==> config.mk <==
export PLATFORM = sky130hd
export DESIGN_NAME = dcls_shade
export DESIGN_NICKNAME = d
export VERILOG_FILES = /design/src/sv/dcls_pkg.sv /design/src/sv/dcls_shade.sv
export SDC_FILE = /design/constraint.sdc
export NUM_CORES = 2
export LEC_CHECK = 0
export BUFFER_PORTS_ARGS = -buffer_cell sky130_fd_sc_hd__clkbuf_2
export CAP_MARGIN = 20
export CORE_UTILIZATION = 35
export DETAILED_ROUTE_END_ITERATION = 8
export PLACE_DENSITY = 0.51
export SLEW_MARGIN = 20
export SYNTH_ARGS = -nofsm -noshare
export SYNTH_HDL_FRONTEND = slang
export SYNTH_SLANG_ARGS = --single-unit
==> constraint.sdc <==
create_clock -name clk -period 17.4 [get_ports clk]
set_clock_uncertainty 0.05 [all_clocks]
set_input_delay 3.48 -clock clk [delete_from_list [all_inputs] [get_ports clk]]
set_output_delay 3.48 -clock clk [all_outputs]
set_load 0.1 [all_outputs]
==> src/sv/dcls_pkg.sv <==
// Shared types, constants and codes for the depth compositing Lambert shader.
// Used by dcls_pixel_mem, dcls_shade and depth_composite_lambert_shader.
`timescale 1ns / 1ps

package dcls_pkg;

    // Pixel store geometry
    localparam int PIXEL_COUNT  = 65536;
    localparam int PIX_ADDR_W   = (PIXEL_COUNT > 1) ? $clog2(PIXEL_COUNT) : 1;
    localparam int INDEX_W      = 16;
    localparam int IDX_CMP_W    = 25;

    // Shading constants, Q14
    localparam logic [16:0] LUM_BASE    = 17'd5243;
    localparam logic [13:0] LUM_GAIN    = 14'd11141;
    // floor(2^31 / 127), quotient estimate for the divide by 127
    localparam logic [24:0] RECIP_127   = 25'd16909320;
    localparam logic [7:0]  DIV_127     = 8'd127;

    // Default material and background colors
    localparam logic [7:0] DEF_RED   = 8'd228;
    localparam logic [7:0] DEF_GREEN = 8'd219;
    localparam logic [7:0] DEF_BLUE  = 8'd205;
    localparam logic [7:0] BG_RED    = 8'd28;
    localparam logic [7:0] BG_GREEN  = 8'd26;
    localparam logic [7:0] BG_BLUE   = 8'd24;
    localparam logic [7:0] ALPHA_ON  = 8'd255;
    localparam logic [7:0] ALPHA_OFF = 8'd0;
    localparam logic [7:0] FLAT_NX   = 8'd128;
    localparam logic [7:0] FLAT_NY   = 8'd128;
    localparam logic [7:0] FLAT_NZ   = 8'd255;

    // Light register reset values
    localparam logic [15:0] LIGHT_X_RST = 16'd5407;
    localparam logic [15:0] LIGHT_Y_RST = 16'd5243;
    localparam logic [15:0] LIGHT_Z_RST = 16'd14582;

    // Opcodes
    localparam logic OP_MERGE = 1'b0;
    localparam logic OP_READ  = 1'b1;

    // Configuration register indexes
    typedef enum logic [2:0] {
        CFG_LIGHT_X     = 3'd0,
        CFG_LIGHT_Y     = 3'd1,
        CFG_LIGHT_Z     = 3'd2,
        CFG_FLAT_MODE   = 3'd3,
        CFG_TRANSP_BG   = 3'd4
    } cfg_index_t;

    // Control sequencer states
    typedef enum logic [1:0] {
        ST_IDLE,
        ST_RMW,
        ST_SHADE,
        ST_EMIT
    } state_t;

    // One stored pixel
    typedef struct packed {
        logic [7:0]  blue;
        logic [7:0]  green;
        logic [7:0]  red;
        logic [7:0]  nz;
        logic [7:0]  ny;
        logic [7:0]  nx;
        logic [15:0] depth;
    } pixel_t;

    // Key light direction, signed Q1.14
    typedef struct packed {
        logic signed [15:0] x;
        logic signed [15:0] y;
        logic signed [15:0] z;
    } light_t;

    // Request into the shading unit
    typedef struct packed {
        logic       start;
        logic [7:0] nx;
        logic [7:0] ny;
        logic [7:0] nz;
        logic [7:0] red;
        logic [7:0] green;
        logic [7:0] blue;
    } shade_req_t;

    // Result from the shading unit
    typedef struct packed {
        logic       done;
        logic [7:0] red;
        logic [7:0] green;
        logic [7:0] blue;
    } shade_rsp_t;

endpackage

==> src/sv/dcls_shade.sv <==
// Six-stage Lambert shading unit: dot product, divide by 127, luminance,
// per-channel scale and saturation. Depends on dcls_pkg.
`timescale 1ns / 1ps

module dcls_shade (
    input  logic                 clk,
    input  logic                 rst_n,
    input  dcls_pkg::light_t     light,
    input  dcls_pkg::shade_req_t req,
    output dcls_pkg::shade_rsp_t rsp
);

    logic [5:0]         vld_reg;
    logic [7:0]         red_reg;
    logic [7:0]         green_reg;
    logic [7:0]         blue_reg;
    logic signed [8:0]  dx;
    logic signed [8:0]  dy;
    logic signed [8:0]  dz;
    logic signed [24:0] px_reg;
    logic signed [24:0] py_reg;
    logic signed [24:0] pz_reg;
    logic signed [25:0] dot_sum;
    logic [23:0]        dotp_reg;
    logic [48:0]        recip_prod;
    logic [16:0]        q0_reg;
    logic [23:0]        dotp2_reg;
    logic [23:0]        q0_times;
    logic [23:0]        rem;
    logic [16:0]        diff_reg;
    logic [30:0]        gain_prod;
    logic [16:0]        lum_reg;
    logic [24:0]        cr_reg;
    logic [24:0]        cg_reg;
    logic [24:0]        cb_reg;

    // Track which stage holds the item
    always_ff @(posedge clk or negedge rst_n)
    begin
        if (!rst_n)
        begin
            vld_reg <= '0;
        end
        else
        begin
            vld_reg <= {vld_reg[4:0], req.start};
        end
    end

    // Stage 1: centered normal times light, per axis
    assign dx = $signed({1'b0, req.nx}) - 9'sd128;
    assign dy = $signed({1'b0, req.ny}) - 9'sd128;
    assign dz = $signed({1'b0, req.nz}) - 9'sd128;

    always_ff @(posedge clk)
    begin
        if (req.start)
        begin
            px_reg    <= dx * light.x;
            py_reg    <= dy * light.y;
            pz_reg    <= dz * light.z;
            red_reg   <= req.red;
            green_reg <= req.green;
            blue_reg  <= req.blue;
        end
    end

    // Stage 2: sum and clamp at zero
    assign dot_sum = 26'(px_reg) + 26'(py_reg) + 26'(pz_reg);

    always_ff @(posedge clk)
    begin
        if (vld_reg[0])
        begin
            dotp_reg <= (dot_sum > 26'sd0) ? dot_sum[23:0] : 24'd0;
        end
    end

    // Stage 3: quotient estimate by reciprocal, low by at most one
    assign recip_prod = 49'(dotp_reg) * 49'(dcls_pkg::RECIP_127);

    always_ff @(posedge clk)
    begin
        if (vld_reg[1])
        begin
            q0_reg    <= recip_prod[47:31];
            dotp2_reg <= dotp_reg;
        end
    end

    // Stage 4: correct the estimate from the remainder
    assign q0_times = {q0_reg, 7'd0} - 24'(q0_reg);
    assign rem      = dotp2_reg - q0_times;

    always_ff @(posedge clk)
    begin
        if (vld_reg[2])
        begin
            diff_reg <= (rem >= 24'(dcls_pkg::DIV_127)) ? q0_reg + 1'b1 : q0_reg;
        end
    end

    // Stage 5: luminance = base + gain * diff
    assign gain_prod = 31'(diff_reg) * 31'(dcls_pkg::LUM_GAIN);

    always_ff @(posedge clk)
    begin
        if (vld_reg[3])
        begin
            lum_reg <= dcls_pkg::LUM_BASE + gain_prod[30:14];
        end
    end

    // Stage 6: scale each channel
    always_ff @(posedge clk)
    begin
        if (vld_reg[4])
        begin
            cr_reg <= 25'(red_reg) * 25'(lum_reg);
            cg_reg <= 25'(green_reg) * 25'(lum_reg);
            cb_reg <= 25'(blue_reg) * 25'(lum_reg);
        end
    end

    // Drop the fraction and saturate
    always_comb
    begin
        rsp.done  = vld_reg[5];
        rsp.red   = (cr_reg[24:22] != 3'd0) ? 8'd255 : cr_reg[21:14];
        rsp.green = (cg_reg[24:22] != 3'd0) ? 8'd255 : cg_reg[21:14];
        rsp.blue  = (cb_reg[24:22] != 3'd0) ? 8'd255 : cb_reg[21:14];
    end

endmodule

==> results.yml <==
cts:
  clkSinkCount: 237
  clkLatencyLatePin_ns: 0.63
  ctsResizeCount: 0
  cts_buffers: 31
  cts_setup_buffers: 0
  htreeDepth: 1
  postCtsHoldBufs: 0
  cts_tree: "done"
  root_buffer: "clkbuf_16"
  cts_buffer_depth: 3
  path_clk_slew_ns: 0.06
sta:
  fmax_mhz: 109
  setup_viol: 0
  final_max_slew_viol_count: 0
  finalSetupTns_ns: 0
  tightestPinTransition_ns: 1.00
  fin_crit_sh: 0.525
  max-slew-margin-rel: 0.333
  layout_setup_ws_ns: 8.26
  hold_viol: 0
  period_needed_ns: 9.14
  rsz0062_at_grt: "false"
worst_setup_path:
  endpoint_kind: "register"
  cp_top_family: "adder cells"
  crit_fanout: 33
  cpMostUsedCell: "fa_1"
  arrival_ns: 9.46
  reg2reg_from: "diff_reg[7]"
  startpoint: "req[31]"
  max_stage_delay_ns: 0.49
  cp-start-kind: "primary input"
  path_class: "primary input to register"
  path_buf_inv: 5
  path_cells: "clkbuf_2 -> or2_2 -> fa_1 -> fa_1 -> inv_1 -> fa_1 -> fa_1 -> inv_1 -> fa_1 -> inv_1 -> ha_1 -> inv_1 -> o21bai_1 -> a21oi_1 -> o21ai_1 -> a41oi_1 -> nor4b_1 -> o31ai_1 -> or4_1 -> a31o_2 -> a21oi_1 -> xnor2_1"
  crit_slowest_cell: "fa_1"
  required_ns: 17.72
floorplanning:
  rows: 129
  start_util: 0.354
  die-area_um2: 127000
  die_w_um: 356
  io_pins: 124
  fp.coreArea_um2: 124000
  die_h_um: 356
finish:
  areaGrowthSynthToFinish_pct: 7.67
  finalNetCount: 5916
  fillers: 12424
  drive_above_1_share: 0.0603
synth:
  syn_inst: 4420
  synth_edf_count: 231
  synth_nets: 5851
  synth.area.top_cells: "fa_1, ha_1, edfxtp_1"
  async_flop_share: 0.0253
  yosys_warnings: 0
  synth_cell_types: 90
  netlist_area_um2: 44000
  ys.flop_type: "edfxtp_1"
  yosysTopAreaCell: "fa_1"
  synth_seq_cells: 237
  avgSynthCellArea_um2: 9.94
  yosysTopAreaCellShare: 0.335
  yosysSeqAreaShare: 0.161
routing:
  wl_per_cell_um: 16.1
  num_vias: 29432
  drc: 14
  initialDrtViolationCount: 1259
  dr.pass1.iters: 9
  routed_wl_mm: 99.1
  via_per_inst: 4.79
  ant_nets: 0
global_route:
  globalRouteOverflowTotal: 0
  antenna_found_initial: 13
  grt_pass1_vias: 31589
  grt_max_degree: 77
  grt_pass1_wl_mm: 166
  grt_use_total: 0.162
worst_hold_path:
  hp-class: "register to register"
  min-delay-start: "dotp_reg[2]"
flow_run:
  cap_violations: 0
status:
  status: "complete, but fails checks"
  violations: "design-rule violations"
placed_design:
  io_buffers: 123
  routabilityCongestion: 0.825
  dpl.hpwl_mm: 80.6
  dp_slack_ns: 7.61
## stage by stage
| stage | utilization | cells | area, um2 | hold WS (ns) |
|---|---|---|---|---|
| 6_report | 0.381 | 6146 | 47300 | 0.423 |
| 2_1_floorplan | - | 4420 | 44000 | 0.383 |
| 5_1_grt | 0.381 | 6145 | 47300 | 0.443 |
| 3_3_place_gp | 0.373 | 6089 | 46300 | 0.413 |
| 4_1_cts | 0.381 | 6145 | 47300 | 0.428 |
| 3_5_place_dp | 0.373 | 6089 | 46300 | 0.415 |
## layer usage
metal	wire, um	GRT usage
met2	49000	0.286
met3	3720	0.0232
met1	44600	0.213
met4	1690	0.0272
met5	99	0
## path summary, 6_finish.rpt
kind	endpoint	slack, ns	cells past startpoint
min reg2reg	dotp2_reg[2]	0.42	0
max reg2reg	lum_reg[14]	10.59	20
min	dotp2_reg[2]	0.42	0
max	pz_reg[24]	8.26	22
max in group asynchronous	vld_reg[4]	14.36	1
min in group asynchronous	vld_reg[5]	2.69	1
## cells in the mapped netlist (31+ instances only)
library cell and n:
a21o_1 47, a21oi_1 114, and2_1 366, clkbuf_1 105, edfxtp_1 231, fa_1 735, ha_1 597, inv_1 865
nand2_1 448, nand2b_1 81, nand3_1 43, nor2_1 133, nor2b_1 31, nor3_1 48, o21ai_0 59, or2_2 45
xnor2_1 140, xor2_1 47
## cell type report
cell class	instances	area (um2)	area share
Clock buffer	34	787	0.0166
Inverter	865	3250	0.0686
Timing Repair Buffer	145	783	0.0166
Sequential cell	237	7090	0.150
Multi-Input combinational cell	3205	33200	0.701
Tap cell	1637	2050	0.0433
Clock inverter	22	206	0.00436
Antenna cell	1	2.50	0.0000529
## layout by cell type, fill, tap and decap left out, types with 114 or more instances in the layout
cell / synthesis / layout
nand2_1: 448 / 448
and2_1: 366 / 366
a21oi_1: 114 / 114
clkbuf_2: 0 / 122
fa_1: 735 / 735
nor2_1: 133 / 133
inv_1: 865 / 865
xnor2_1: 140 / 139
ha_1: 597 / 597
edfxtp_1: 231 / 231
## logic make-up (layout without fill, tap and decap cells)
family | after synthesis | after routing | synth area share
fa+ha+maj | 1332 | 1332 | 0.505
simple gates | 1263 | 1263 | 0.146
buf+inv | 978 | 1066 | 0.0847
compound gates | 417 | 417 | 0.0643
flops | 237 | 237 | 0.161
xor+xnor | 189 | 189 | 0.0383
mux | 4 | 4 | 0.000939
other cells | 0 | 1 | 0
Power is not shown: default switching activity piles up to over one toggle a cycle in this logic, so the estimate is an artifact.
